File: config.mk
export PLATFORM = sky130hd
export DESIGN_NAME = slot_pool_free_and_error_lists
export DESIGN_NICKNAME = d
export VERILOG_FILES = /design/src/rtl/core/spfel_pkg.sv /design/src/rtl/core/spfel_ram.sv /design/src/rtl/core/spfel_ctrl.sv /design/src/rtl/core/spfel_dp.sv /design/src/rtl/core/slot_pool_free_and_error_lists.sv
export SDC_FILE = /design/constraint.sdc
export NUM_CORES = 2
export LEC_CHECK = 0
export BUFFER_PORTS_ARGS = -buffer_cell sky130_fd_sc_hd__buf_2
export CAP_MARGIN = 20
export CORE_MARGIN = 1
export CORE_UTILIZATION = 46
export DETAILED_ROUTE_END_ITERATION = 8
export GPL_ROUTABILITY_DRIVEN = 1
export PLACE_DENSITY = 0.63
export SLEW_MARGIN = 15
export SYNTH_ARGS = -nofsm -noshare
export SYNTH_HDL_FRONTEND = slang
export SYNTH_SLANG_ARGS = --single-unit
File: constraint.sdc
create_clock -name clk_i -period 8 [get_ports clk_i]
set_clock_uncertainty 0.2 [all_clocks]
set_input_delay 0.4 -clock clk_i [delete_from_list [all_inputs] [get_ports clk_i]]
set_output_delay 0.4 -clock clk_i [all_outputs]
set_load 0.005 [all_outputs]
File: src/rtl/core/spfel_pkg.sv
// Package for the slot pool allocator: sizes, codes, payload structs and the
// command/status structs between controller and datapath. No dependencies.
`default_nettype none

package spfel_pkg;

  // Pool size and derived widths
  localparam int unsigned SLOTS = 64;
  localparam int unsigned SlotW = $clog2(SLOTS);
  localparam int unsigned LinkW = $clog2(SLOTS + 1);
  localparam int unsigned CondW = 2;
  localparam logic [LinkW-1:0] NullLink = LinkW'(SLOTS);

  typedef enum logic [1:0] {
    KIND_ALLOC   = 2'd0,
    KIND_RELEASE = 2'd1,
    KIND_MARK    = 2'd2,
    KIND_TAKE    = 2'd3
  } kind_e;

  typedef enum logic [1:0] {
    ST_OK    = 2'd0,
    ST_EMPTY = 2'd1,
    ST_WRONG = 2'd2
  } status_e;

  typedef enum logic [CondW-1:0] {
    COND_FREE = 2'd0,
    COND_USED = 2'd1,
    COND_ERR  = 2'd2
  } cond_e;

  typedef enum logic {
    LIST_FREE = 1'b0,
    LIST_ERR  = 1'b1
  } list_e;

  typedef enum logic [3:0] {
    S_IDLE,
    S_READ,
    S_CAPT,
    S_DECIDE,
    S_UNL_A,
    S_UNL_B,
    S_PUSH_A,
    S_PUSH_B,
    S_FINISH
  } state_e;

  // Input transaction
  typedef struct packed {
    logic [1:0] kind;
    logic [5:0] slot_index;
  } req_t;

  // Result transaction
  typedef struct packed {
    logic [6:0] granted_slot;
    logic [1:0] status;
    logic [6:0] free_count;
  } result_t;

  // Controller to datapath commands
  typedef struct packed {
    logic    latch;
    logic    rd;
    logic    cap;
    logic    unl_a;
    logic    unl_b;
    logic    push_a;
    logic    push_b;
    logic    finish;
    list_e   list;
    status_e status;
  } dp_cmd_t;

  // Datapath to controller status
  typedef struct packed {
    kind_e kind;
    cond_e cond;
    logic  free_empty;
    logic  err_empty;
    logic  slot_bad;
  } dp_stat_t;

endpackage

`default_nettype wire

File: src/rtl/core/spfel_ram.sv
// Generic single-write, single-read RAM with registered read data.
// No dependencies.
`default_nettype none

module spfel_ram #(
  parameter int unsigned Width = 8,
  parameter int unsigned Depth = 64
) (
  input  wire logic                     clk_i,
  input  wire logic                     we_i,
  input  wire logic [$clog2(Depth)-1:0] waddr_i,
  input  wire logic [Width-1:0]         wdata_i,
  input  wire logic                     re_i,
  input  wire logic [$clog2(Depth)-1:0] raddr_i,
  output logic      [Width-1:0]         rdata_o
);

  logic [Width-1:0] mem_q [Depth];
  logic [Width-1:0] rdata_q;

  // Write port and registered read port
  always_ff @(posedge clk_i) begin
    if (we_i) begin
      mem_q[waddr_i] <= wdata_i;
    end
    if (re_i) begin
      rdata_q <= mem_q[raddr_i];
    end
  end

  assign rdata_o = rdata_q;

endmodule

`default_nettype wire

File: src/rtl/core/spfel_ctrl.sv
// Sequencer for the slot pool: walks each transaction through read, capture,
// decide, then unlink and push steps as needed, and finish. Depends on spfel_pkg.
`default_nettype none

module spfel_ctrl import spfel_pkg::*; (
  input  wire logic     clk_i,
  input  wire logic     rst_ni,
  input  wire logic     start,
  output logic          busy,
  input  wire dp_stat_t stat_i,
  output dp_cmd_t       ctl_o
);

  state_e  state_q, state_d;
  status_e st_q, st_d;
  status_e dec_st;
  list_e   unl_list;
  list_e   push_list;
  logic    need_push;

  // Derive list selection and outcome from the latched transaction
  always_comb begin
    unl_list  = LIST_ERR;
    push_list = LIST_ERR;
    need_push = 1'b0;
    dec_st    = ST_OK;
    unique case (stat_i.kind)
      KIND_ALLOC: begin
        unl_list = LIST_FREE;
        if (stat_i.free_empty) dec_st = ST_EMPTY;
      end
      KIND_RELEASE: begin
        push_list = LIST_FREE;
        need_push = 1'b1;
        if (stat_i.slot_bad || (stat_i.cond != COND_USED)) dec_st = ST_WRONG;
      end
      KIND_MARK: begin
        unl_list  = (stat_i.cond == COND_FREE) ? LIST_FREE : LIST_ERR;
        need_push = 1'b1;
        if (stat_i.slot_bad) dec_st = ST_WRONG;
      end
      KIND_TAKE: begin
        if (stat_i.err_empty) dec_st = ST_EMPTY;
      end
      default: begin
        dec_st = ST_WRONG;
      end
    endcase
  end

  // Next state
  always_comb begin
    state_d = state_q;
    st_d    = st_q;
    unique case (state_q)
      S_IDLE:   if (start) state_d = S_READ;
      S_READ:   state_d = S_CAPT;
      S_CAPT:   state_d = S_DECIDE;
      S_DECIDE: begin
        st_d = dec_st;
        if (dec_st != ST_OK) begin
          state_d = S_FINISH;
        end else begin
          unique case (stat_i.kind)
            KIND_ALLOC, KIND_TAKE: state_d = S_UNL_A;
            KIND_RELEASE:          state_d = S_PUSH_A;
            KIND_MARK: state_d = (stat_i.cond == COND_USED) ? S_PUSH_A : S_UNL_A;
            default:               state_d = S_FINISH;
          endcase
        end
      end
      S_UNL_A:  state_d = S_UNL_B;
      S_UNL_B:  state_d = need_push ? S_PUSH_A : S_FINISH;
      S_PUSH_A: state_d = S_PUSH_B;
      S_PUSH_B: state_d = S_FINISH;
      S_FINISH: state_d = S_IDLE;
      default:  state_d = S_IDLE;
    endcase
  end

  // Command outputs
  always_comb begin
    ctl_o        = '0;
    ctl_o.list   = ((state_q == S_UNL_A) || (state_q == S_UNL_B)) ? unl_list : push_list;
    ctl_o.status = st_q;
    unique case (state_q)
      S_IDLE:   ctl_o.latch  = start;
      S_READ:   ctl_o.rd     = 1'b1;
      S_CAPT:   ctl_o.cap    = 1'b1;
      S_DECIDE: ;
      S_UNL_A:  ctl_o.unl_a  = 1'b1;
      S_UNL_B:  ctl_o.unl_b  = 1'b1;
      S_PUSH_A: ctl_o.push_a = 1'b1;
      S_PUSH_B: ctl_o.push_b = 1'b1;
      S_FINISH: ctl_o.finish = 1'b1;
      default:  ;
    endcase
  end

  assign busy = (state_q != S_IDLE);

  // State registers
  always_ff @(posedge clk_i or negedge rst_ni) begin
    if (!rst_ni) begin
      state_q <= S_IDLE;
      st_q    <= ST_OK;
    end else begin
      state_q <= state_d;
      st_q    <= st_d;
    end
  end

  // A transaction always ends through the finish step
  a_busy_ends_in_finish: assert property (@(posedge clk_i) disable iff (!rst_ni)
    $fell(busy) |-> ($past(state_q) == S_FINISH))
    else $error("busy dropped without a finish step");

  // At most one datapath step per cycle
  a_one_step: assert property (@(posedge clk_i) disable iff (!rst_ni)
    $onehot0({ctl_o.rd, ctl_o.cap, ctl_o.unl_a, ctl_o.unl_b,
              ctl_o.push_a, ctl_o.push_b, ctl_o.finish}))
    else $error("more than one datapath step issued");

endmodule

`default_nettype wire

File: src/rtl/core/spfel_dp.sv
// Datapath for the slot pool: link and condition memories with valid bits,
// list heads, free count and the result register. Depends on spfel_pkg, spfel_ram.
`default_nettype none

module spfel_dp import spfel_pkg::*; (
  input  wire logic    clk_i,
  input  wire logic    rst_ni,
  input  wire req_t    req_i,
  input  wire dp_cmd_t ctl_i,
  output dp_stat_t     stat_o,
  output logic         result_valid_o,
  output result_t      result_o
);

  // Reset contents of the link memories
  function automatic logic [LinkW-1:0] reset_next(input logic [SlotW-1:0] idx);
    return LinkW'(idx) + LinkW'(1);
  endfunction

  function automatic logic [LinkW-1:0] reset_prev(input logic [SlotW-1:0] idx);
    return (idx == '0) ? NullLink : (LinkW'(idx) - LinkW'(1));
  endfunction

  kind_e            kind_q;
  logic [5:0]       slot_in_q;
  logic [LinkW-1:0] s_q, p_q, n_q, h_q;
  cond_e            c_q;
  logic             rv_next_q, rv_prev_q, rv_cond_q;

  logic [LinkW-1:0] free_head_q, free_head_d;
  logic [LinkW-1:0] err_head_q, err_head_d;
  logic [LinkW-1:0] free_total_q, free_total_d;
  logic [SLOTS-1:0] next_vld_q, prev_vld_q, cond_vld_q;
  logic             result_valid_q;
  result_t          result_q, result_d;

  logic [LinkW-1:0] rd_slot;
  logic [SlotW-1:0] rd_addr;
  logic [SlotW-1:0] s_idx;
  logic [LinkW-1:0] h_cur;
  logic             ok;
  cond_e            cond_new;
  logic [LinkW-1:0] granted;

  logic             next_we, prev_we, cond_we;
  logic [SlotW-1:0] next_waddr, prev_waddr;
  logic [LinkW-1:0] next_wdata, prev_wdata;
  logic [LinkW-1:0] next_rdata, prev_rdata;
  logic [CondW-1:0] cond_rdata;

  assign s_idx = s_q[SlotW-1:0];
  assign h_cur = (ctl_i.list == LIST_FREE) ? free_head_q : err_head_q;
  assign ok    = (ctl_i.status == ST_OK);

  // Select the slot to read: list head for pops, the given slot otherwise
  always_comb begin
    case (kind_q)
      KIND_ALLOC: rd_slot = free_head_q;
      KIND_TAKE:  rd_slot = err_head_q;
      default:    rd_slot = LinkW'(slot_in_q);
    endcase
  end
  assign rd_addr = rd_slot[SlotW-1:0];

  // Status toward the controller
  always_comb begin
    stat_o.kind       = kind_q;
    stat_o.cond       = c_q;
    stat_o.free_empty = (free_total_q == '0) || (free_head_q == NullLink);
    stat_o.err_empty  = (err_head_q == NullLink);
    stat_o.slot_bad   = (LinkW'(slot_in_q) >= NullLink);
  end

  // Write ports of the link memories
  always_comb begin
    next_we    = 1'b0;
    next_waddr = s_idx;
    next_wdata = NullLink;
    prev_we    = 1'b0;
    prev_waddr = s_idx;
    prev_wdata = NullLink;
    if (ctl_i.unl_a) begin
      if (p_q != NullLink) begin
        next_we    = 1'b1;
        next_waddr = p_q[SlotW-1:0];
        next_wdata = n_q;
      end
      if (n_q != NullLink) begin
        prev_we    = 1'b1;
        prev_waddr = n_q[SlotW-1:0];
        prev_wdata = p_q;
      end
    end
    if (ctl_i.unl_b) begin
      next_we = 1'b1;
      prev_we = 1'b1;
    end
    if (ctl_i.push_a) begin
      next_we    = 1'b1;
      next_wdata = h_cur;
      prev_we    = 1'b1;
    end
    if (ctl_i.push_b && (h_q != NullLink)) begin
      prev_we    = 1'b1;
      prev_waddr = h_q[SlotW-1:0];
      prev_wdata = s_q;
    end
  end

  // List heads: unlink of a head slot, or push of a new head
  always_comb begin
    free_head_d = free_head_q;
    err_head_d  = err_head_q;
    if (ctl_i.unl_a && (p_q == NullLink)) begin
      if (ctl_i.list == LIST_FREE) free_head_d = n_q;
      else                         err_head_d  = n_q;
    end else if (ctl_i.push_a) begin
      if (ctl_i.list == LIST_FREE) free_head_d = s_q;
      else                         err_head_d  = s_q;
    end
  end

  // Commit condition, free count and result at finish
  always_comb begin
    case (kind_q)
      KIND_ALLOC, KIND_TAKE: cond_new = COND_USED;
      KIND_RELEASE:          cond_new = COND_FREE;
      default:               cond_new = COND_ERR;
    endcase
    cond_we      = ctl_i.finish && ok;
    free_total_d = free_total_q;
    if (ctl_i.finish && ok) begin
      case (kind_q)
        KIND_ALLOC:   free_total_d = free_total_q - LinkW'(1);
        KIND_RELEASE: free_total_d = free_total_q + LinkW'(1);
        KIND_MARK: begin
          if ((c_q == COND_FREE) && (free_total_q != '0)) begin
            free_total_d = free_total_q - LinkW'(1);
          end
        end
        default: ;
      endcase
    end
    granted = (ok && ((kind_q == KIND_ALLOC) || (kind_q == KIND_TAKE))) ? s_q : NullLink;
    result_d.granted_slot = 7'(granted);
    result_d.status       = ctl_i.status;
    result_d.free_count   = 7'(free_total_d);
  end

  // Control state
  always_ff @(posedge clk_i or negedge rst_ni) begin
    if (!rst_ni) begin
      free_head_q    <= '0;
      err_head_q     <= NullLink;
      free_total_q   <= LinkW'(SLOTS);
      next_vld_q     <= '0;
      prev_vld_q     <= '0;
      cond_vld_q     <= '0;
      result_valid_q <= 1'b0;
    end else begin
      free_head_q    <= free_head_d;
      err_head_q     <= err_head_d;
      free_total_q   <= free_total_d;
      result_valid_q <= ctl_i.finish;
      if (next_we) next_vld_q[next_waddr] <= 1'b1;
      if (prev_we) prev_vld_q[prev_waddr] <= 1'b1;
      if (cond_we) cond_vld_q[s_idx]      <= 1'b1;
    end
  end

  // Transaction payload and read captures
  always_ff @(posedge clk_i) begin
    if (ctl_i.latch) begin
      kind_q    <= kind_e'(req_i.kind);
      slot_in_q <= req_i.slot_index;
    end
    if (ctl_i.rd) begin
      s_q       <= rd_slot;
      rv_next_q <= next_vld_q[rd_addr];
      rv_prev_q <= prev_vld_q[rd_addr];
      rv_cond_q <= cond_vld_q[rd_addr];
    end
    if (ctl_i.cap) begin
      n_q <= rv_next_q ? next_rdata : reset_next(s_idx);
      p_q <= rv_prev_q ? prev_rdata : reset_prev(s_idx);
      c_q <= rv_cond_q ? cond_e'(cond_rdata) : COND_FREE;
    end
    if (ctl_i.push_a) begin
      h_q <= h_cur;
    end
    if (ctl_i.finish) begin
      result_q <= result_d;
    end
  end

  spfel_ram #(.Width(LinkW), .Depth(SLOTS)) u_next_ram (
    .clk_i   (clk_i),
    .we_i    (next_we),
    .waddr_i (next_waddr),
    .wdata_i (next_wdata),
    .re_i    (ctl_i.rd),
    .raddr_i (rd_addr),
    .rdata_o (next_rdata)
  );

  spfel_ram #(.Width(LinkW), .Depth(SLOTS)) u_prev_ram (
    .clk_i   (clk_i),
    .we_i    (prev_we),
    .waddr_i (prev_waddr),
    .wdata_i (prev_wdata),
    .re_i    (ctl_i.rd),
    .raddr_i (rd_addr),
    .rdata_o (prev_rdata)
  );

  spfel_ram #(.Width(CondW), .Depth(SLOTS)) u_cond_ram (
    .clk_i   (clk_i),
    .we_i    (cond_we),
    .waddr_i (s_idx),
    .wdata_i (cond_new),
    .re_i    (ctl_i.rd),
    .raddr_i (rd_addr),
    .rdata_o (cond_rdata)
  );

  assign result_valid_o = result_valid_q;
  assign result_o       = result_q;

  // Free count never exceeds the pool
  a_total_range: assert property (@(posedge clk_i) disable iff (!rst_ni)
    free_total_q <= LinkW'(SLOTS))
    else $error("free count above pool size");

  // Between transactions the free count and free head agree on emptiness
  a_free_consistent: assert property (@(posedge clk_i) disable iff (!rst_ni)
    ctl_i.latch |-> ((free_total_q == '0) == (free_head_q == NullLink)))
    else $error("free count and free head disagree");

  // Never unlink the null slot
  a_unlink_real: assert property (@(posedge clk_i) disable iff (!rst_ni)
    ctl_i.unl_a |-> (s_q != NullLink))
    else $error("unlink of null slot");

endmodule

`default_nettype wire

File: src/rtl/core/slot_pool_free_and_error_lists.sv
// Slot pool allocator with free and error lists, one transaction at a time.
// Steps after accept, set by the sequencer: read, capture, decide; a failed
// operation then finishes. Otherwise allocate and take error unlink, release
// and mark error of an in-use slot push, mark error of a listed slot unlinks
// then pushes, and all finish; start is taken again in the cycle the strobe shows.
// Reset: all slots free in order, slot 0 at the free head; no clearing pass.
`default_nettype none

module slot_pool_free_and_error_lists import spfel_pkg::*; (
  input  wire logic clk_i,
  input  wire logic rst_ni,
  input  wire logic start,
  output logic      busy,
  input  wire req_t req_i,
  output logic      result_valid_o,
  output result_t   result_o
);

  dp_cmd_t  ctl;
  dp_stat_t stat;

  // Sequencer
  spfel_ctrl u_ctrl (
    .clk_i  (clk_i),
    .rst_ni (rst_ni),
    .start  (start),
    .busy   (busy),
    .stat_i (stat),
    .ctl_o  (ctl)
  );

  // Lists, memories and result register
  spfel_dp u_dp (
    .clk_i          (clk_i),
    .rst_ni         (rst_ni),
    .req_i          (req_i),
    .ctl_i          (ctl),
    .stat_o         (stat),
    .result_valid_o (result_valid_o),
    .result_o       (result_o)
  );

endmodule

`default_nettype wire
* After elaboration in Yosys (flattened, before gate mapping)
Memories as Yosys holds them, arrays and structs flattened. A register that Yosys moved wholly into a read port is not among the register bits.
Cells that the tools add are included.
Widths: inputs -> output; s select.
** Word-level totals
- RAM bits :: 1024
- Memories kept :: 3
- Output and inout port bits :: 18
- Logic and storage cells :: 163
- Register bits :: 277
- Input port bits :: 11
** Operators by class
- $add $sub $neg :: 4
- Equal/unequal tests :: 20
- Reductions and logical operators :: 25
- Multiplexer cells :: 78
- Bitwise logic cells :: 4
- Magnitude comparators :: 7
** Memories
- u_dp.u_next_ram.mem_q :: depth 64, width 7, read ports 1, clocked after memory_dff 1, write ports 1, line spfel_ram.sv:18 : logic [Width-1:0] mem_q [Depth];
- u_dp.u_prev_ram.mem_q :: depth 64, width 7, read ports 1, clocked after memory_dff 1, write ports 1, line spfel_ram.sv:18
- u_dp.u_cond_ram.mem_q :: depth 64, width 2, read ports 1, clocked after memory_dff 1, write ports 1, line spfel_ram.sv:18
** Operator list (number)
- $or 64x64->64 :: 3
- $mux 7 :: 20
- $mux 1 :: 35
- $pmux 4 s8 :: 1
- $mux 6 :: 5
- $lt 6x7->1 const B :: 4
- $eq 7x7->1 const B :: 3
- $ne 7x7->1 const B :: 3
- $pmux 7 s3 :: 1
- $bmux 1 s6 :: 3
- $demux 1 s6 :: 3
- $ge 6x1->1 const B :: 3
- $eq 4x3->1 const B :: 4
- $pmux 7 s2 :: 1
- $mux 4 :: 3
- $pmux 4 s3 :: 1
- $eq 4x2->1 const B :: 2
- $logic_and 1x1->1 :: 8
- $pmux 2 s4 :: 1
- $add 6x1->7 const B :: 1
- $add 7x1->7 const B :: 1
- $logic_not 7->1 :: 1
- $reduce_bool 7->1 :: 1
- $sub 6x1->7 const B :: 1
- other kinds (19) :: 29

* Logic depth before layout (Yosys ltp)
- Word-level depth :: 9
- Mapped depth :: 15
- Gate-level depth less buffers :: 10

* Cells and area by module
From an unflattened synthesis, not the netlist that was laid out.
** Second synthesis, totals
- Cells, all modules :: 3228
- Area total of the unflattened synthesis :: 53981.8 um^2
** By module, submodules not included
- spfel_ram (u_dp.u_next_ram ...) :: cells each 827, area each 17705.7 um^2, sequential area each 13663.1 um^2, times used 2
- spfel_dp :: cells each 1192, area each 12640.9 um^2, sequential area each 7069.3 um^2, times used 1
- spfel_ram (u_dp.u_cond_ram) :: cells each 324, area each 5417.7 um^2, sequential area each 3903.7 um^2, times used 1
- spfel_ctrl :: cells each 58, area each 511.7 um^2, sequential area each 150.1 um^2, times used 1

* Least setup slack after synthesis
Ideal clock, no wire load.
- Path type :: flip-flop to flip-flop
- Start point :: reg u_ctrl.state_q[0]
- End point :: mem u_dp.u_prev_ram.mem_q[0][0] (netlist name), data pin
- Setup slack :: 3444 ps
- Clock period less this slack :: 4556 ps
- Arrival :: 3654 ps
- Buffers on the path :: 2
- Library setup time :: 702 ps
- Data required time :: 7098 ps
- Stages on the path, launching flop included :: 6
- Cell sequence :: dfrtp_1 clkbuf_1 and4b_1 buf_4 o41ai_4 o21ai_0
** Between the ends
- Word-level cells in the longest chain between the ends :: 4
- Elaborated cells between the ends (all ways) :: 7
- Classes of those cells :: eq/ne: 2; mux: 4; reduce/logical: 1
** RTL lines
- from (decl) :: line spfel_ctrl.sv:14 : state_e state_q, state_d;
- from (signal assigned) :: line spfel_ctrl.sv:108 : state_q <= state_d;
- $eq 4x3->1 :: line spfel_ctrl.sv:86 : unique case (state_q)
- $mux 1 :: line spfel_ctrl.sv:86
- $mux 7 / $logic_and 1x1->1 (equally long branches) :: line spfel_dp.sv:82, spfel_dp.sv:103
- $mux 7 (*) :: line spfel_dp.sv:103 : if (ctl_i.push_b && (h_q != NullLink)) begin
- net u_dp.prev_wdata[0] :: line spfel_dp.sv:47 : logic [LinkW-1:0] next_wdata, prev_wdata;
- to (decl) :: line spfel_ram.sv:18
Mark *: on every way through the listed nets, which the timed path passes. The rest lies on a longest branch.

* Worst setup path after layout
- Start point :: reg u_dp.kind_q[0]
- End point :: reg u_dp.u_next_ram.rdata_q[2], in the netlist u_dp.u_next_ram.rdata_o[2] (read register of u_dp.u_next_ram.mem_q), data pin
** Between the ends
- Word-level cells in the longest chain between the ends :: 2
- Elaborated cells between the ends (all ways) :: 3
- Classes of those cells :: eq/ne: 1; mux: 1; reduce/logical: 1
** RTL lines
- from (decl) :: line spfel_dp.sv:24 : kind_e kind_q;
- from (signal assigned) :: line spfel_dp.sv:174 : kind_q <= kind_e'(req_i.kind);
- $eq 2x2->1 / $logic_not 2->1 (equally long branches) :: line spfel_dp.sv:57 : case (kind_q)
- $pmux 7 s2 (*) :: line spfel_dp.sv:57
- to (decl) :: line spfel_ram.sv:19 : logic [Width-1:0] rdata_q;
Every way passes the cells marked *; elsewhere a longest branch is shown, timed or not.
A chain may end at the register's enable or synchronous reset.

==> flow_summary.json <==
{
  "crit_slowest_cell": "buf_4",
  "worstReg2RegStart": "u_dp.kind_q[0]",
  "grt_pass1_wl_um": 213000,
  "numClockSinks": 1317,
  "cts.path.max_buffers": 3,
  "drt-initial-drc-count": 3738,
  "postCtsSetupBuffers": 0,
  "r2r_end": "u_dp.u_next_ram.rdata_o[2]",
  "critPathRequiredTime_ns": 8.32,
  "status": "complete, no violations",
  "synth_cell_types": 74,
  "critPathMaxFanout": 43,
  "synth_cells": 3880,
  "vdd_drop_max_mv": 0.288,
  "p_per_area_nw_per_um2": 369,
  "synth_edf_count": 1097,
  "dp_cells": 5235,
  "synth_top_flop_cell": "edfxtp_1",
  "crit_type": "flip-flop to flip-flop",
  "grt_pass1_vias": 32300,
  "port_buffers": 28,
  "grt_remaining_overflow": 0,
  "path_cells": "inv_1 -> ha_1 -> a221oi_1 -> or2_4 -> buf_4 -> mux4_2 -> a2111oi_0 -> a211oi_1 -> a21o_1",
  "clk-insertion-delay-late_ns": 0.76,
  "ios": 29,
  "hold_viol": 0,
  "die_h_um": 343,
  "cts_root_buf": "clkbuf_16",
  "slew_violations": 0,
  "die_x_um": 343,
  "maxCapViolCount": 0,
  "slew_headroom_pct": 23.0,
  "cts_max_level": 4,
  "grtUsageTotal_pct": 24.4,
  "crit_buf_inv": 2,
  "drc": 0,
  "hold_class": "input port to async pin",
  "nets": 3894,
  "synth-seq-cells": 1317,
  "synth.avg_cell_area_um2": 13.8,
  "arrival_ns": 5.47,
  "cts_buffers": 137,
  "fin_cells": 5499,
  "ant_nets": 0,
  "period_needed_ns": 5.15,
  "p_leak_nw": 21.4,
  "core_um2": 115000,
  "synth.net_count": 3901,
  "cts.reportedPaths.clkPinSlew_ns": 0.06,
  "vias_per_cell": 6.06,
  "period_share_pct": 64.4,
  "synth_top_area_share_pct": 61.6,
  "crit_path_end_kind": "flip-flop",
  "hpwlAfterDp_um": 83300,
  "place_congestion": 0.846,
  "async_reset_ff_share_pct": 16.7,
  "synth_top_area_cell": "edfxtp_1",
  "dieArea_um2": 118000,
  "crit_family": "compound AO/OA/AOI/OAI gates",
  "synthTopCellsByArea": "edfxtp_1 62%, dfrtp_1 10%, nand2_1 4.9%",
  "area_growth_pct": 11.9,
  "reg2regPathDepth": 9,
  "first_pass_iters": 6,
  "setup.worst_path.start_class": "flip-flop",
  "rsz0062_at_grt": "no",
  "rrSetupSlack_ns": 2.85,
  "routedWlPerCell_um": 26.0,
  "cts_tree": "built",
  "slowest_delay_ns": 0.74,
  "synth-seq-area-share_pct": 71.9,
  "synth_area_um2": 53500,
  "routed_wl_um": 143000,
  "row_count": 124,
  "worst_pin_slew_ns": 1.15,
  "max_freq_ghz": 0.194,
  "grt_max_degree": 144,
  "num_vias": 33300,
  "initial_core_util_pct": 46.6,
  "layout-drive-gt1-share_pct": 13.5,
  "fin_setup_tns_ns": 0,
  "antenna_found_initial": 2,
  "synth_warnings": 0,
  "setup_viol": 0
}
## worst reg2reg max path, stage by stage (launching register included)
cell and delay [ns]:
edfxtp_1 0.40, inv_1 0.09, ha_1 0.58, a221oi_1 0.56, or2_4 0.57, buf_4 0.79, mux4_2 0.61, a2111oi_0 0.73
a211oi_1 0.22, a21o_1 0.19
## synth_stat cells, drive strengths merged, types with 4 or more instances
master	number
mux2	12
mux4	73
a21oi	162
nor2	236
edfxtp	1097
o22ai	20
o21ai	54
o21a	4
o21bai	58
o2111ai	32
ha	10
a31oi	89
a22o	16
a221oi	45
o31ai	6
nand3	168
and2	11
a221o	4
nand2	705
inv	16
dfrtp	218
a21o	20
a32oi	28
mux2i	71
a2111oi	13
buf	84
nand3b	6
nand2b	12
or2	139
or3	11
clkbuf	168
a22oi	48
nor4	8
xor2	4
nor2b	12
a211oi	88
and3	74
nor3	23
## flip-flops by register name, summed over array words and instances (netlist names), 16 cells and up
name / cells
u_dp.u_prev_ram.mem_q: 448
u_dp.u_next_ram.mem_q: 448
u_dp.cond_vld_q: 64
u_dp.u_cond_ram.mem_q: 128
u_dp.prev_vld_q: 64
u_dp.next_vld_q: 64
u_dp.result_o: 16
## how the worst max path moves through the flow
stage	slack [ns]	endpoint	cells after the start	from
floorplan	3.44	u_dp.u_prev_ram.mem_q[0][0]	5	u_ctrl.state_q[0]
global placement	2.74	u_dp.u_next_ram.rdata_o[2]	9	u_dp.kind_q[0]
detailed placement	2.72	u_dp.u_next_ram.rdata_o[2]	9	u_dp.kind_q[0]
CTS	2.73	u_dp.u_next_ram.rdata_o[2]	9	u_dp.kind_q[0]
global route	2.60	u_dp.u_next_ram.rdata_o[1]	9	u_dp.kind_q[0]
finish	2.85	u_dp.u_next_ram.rdata_o[2]	9	u_dp.kind_q[0]
## timing repair
action / CTS / global route
hold buffers: 10 / 0
endpoints found under the hold margin: 89 / 0
gates resized for setup: 0 / 0
## logic make-up after synthesis
group,synth area share (%)
AO/OA/AOI/OAI,9.11
XOR/XNOR,0.0982
adder cells (fa/ha/maj),0.234
flip-flops,71.9
multiplexers,4.65
buffers and inverters,2.06
AND/OR/NAND/NOR,12.0
## per-stage QoR
| stage | power [mW] | area (µm²) | setup slack (ns) | util, % | hold WS, ns |
|---|---|---|---|---|---|
| after global placement | 15.6 | 55200 | 2.74 | 48.1 | 0.240 |
| after CTS | 22.1 | 59900 | 2.73 | 52.1 | 0.0932 |
| after detailed placement | 15.7 | 55200 | 2.72 | 48.1 | 0.244 |
| final | 22.1 | 59900 | 2.85 | 52.1 | 0.0864 |
| after floorplan | 13.1 | 53500 | 3.44 | - | -0.0956 |
| after global routing | 22.9 | 59900 | 2.60 | 52.1 | 0.129 |
## final cells by class
class | count | area, µm²
Fill cell | 9514 | 54900
Sequential cell | 1317 | 38400
Multi-Input combinational cell | 2295 | 14100
Clock buffer | 180 | 3770
Tap cell | 1512 | 1890
Timing Repair Buffer | 106 | 843
Clock inverter | 72 | 739
Inverter | 16 | 70.1
Antenna cell | 1 | 2.50
## cell usage in the layout (no fill, tap or decap), types with 20 or more instances in the layout
cell / count
and3_1: 74
nand3_1: 168
buf_4: 61
a21o_1: 20
a21oi_1: 162
or2_1: 45
or2_2: 93
nor3_1: 21
edfxtp_1: 1097
o21bai_1: 58
clkbuf_16: 142
o2111ai_1: 32
buf_2: 27
o21ai_0: 49
a31oi_1: 89
clkinv_2: 26
a211oi_1: 86
nor2_1: 222
nand2_1: 703
dfrtp_1: 218
a22oi_1: 46
mux2i_1: 71
clkbuf_1: 31
a32oi_1: 28
mux4_2: 73
a221oi_1: 44
## power breakdown
part	internal (mW)	switching, mW
clock network	3.75	2.66
registers	8.46	0.406
logic	2.01	4.79
total	14.2	7.85
## per-layer routing
layer	vias up	global-route usage, %	part of all wire, %
met2	1495	37.4	46
met1	17000	35.5	43
met3	255	3.78	7.8
met5	-	0	0.0091
met4	2	8.33	2.9
li1	14600	-	-
No activity file was read; power rests on OpenSTA's default activity.
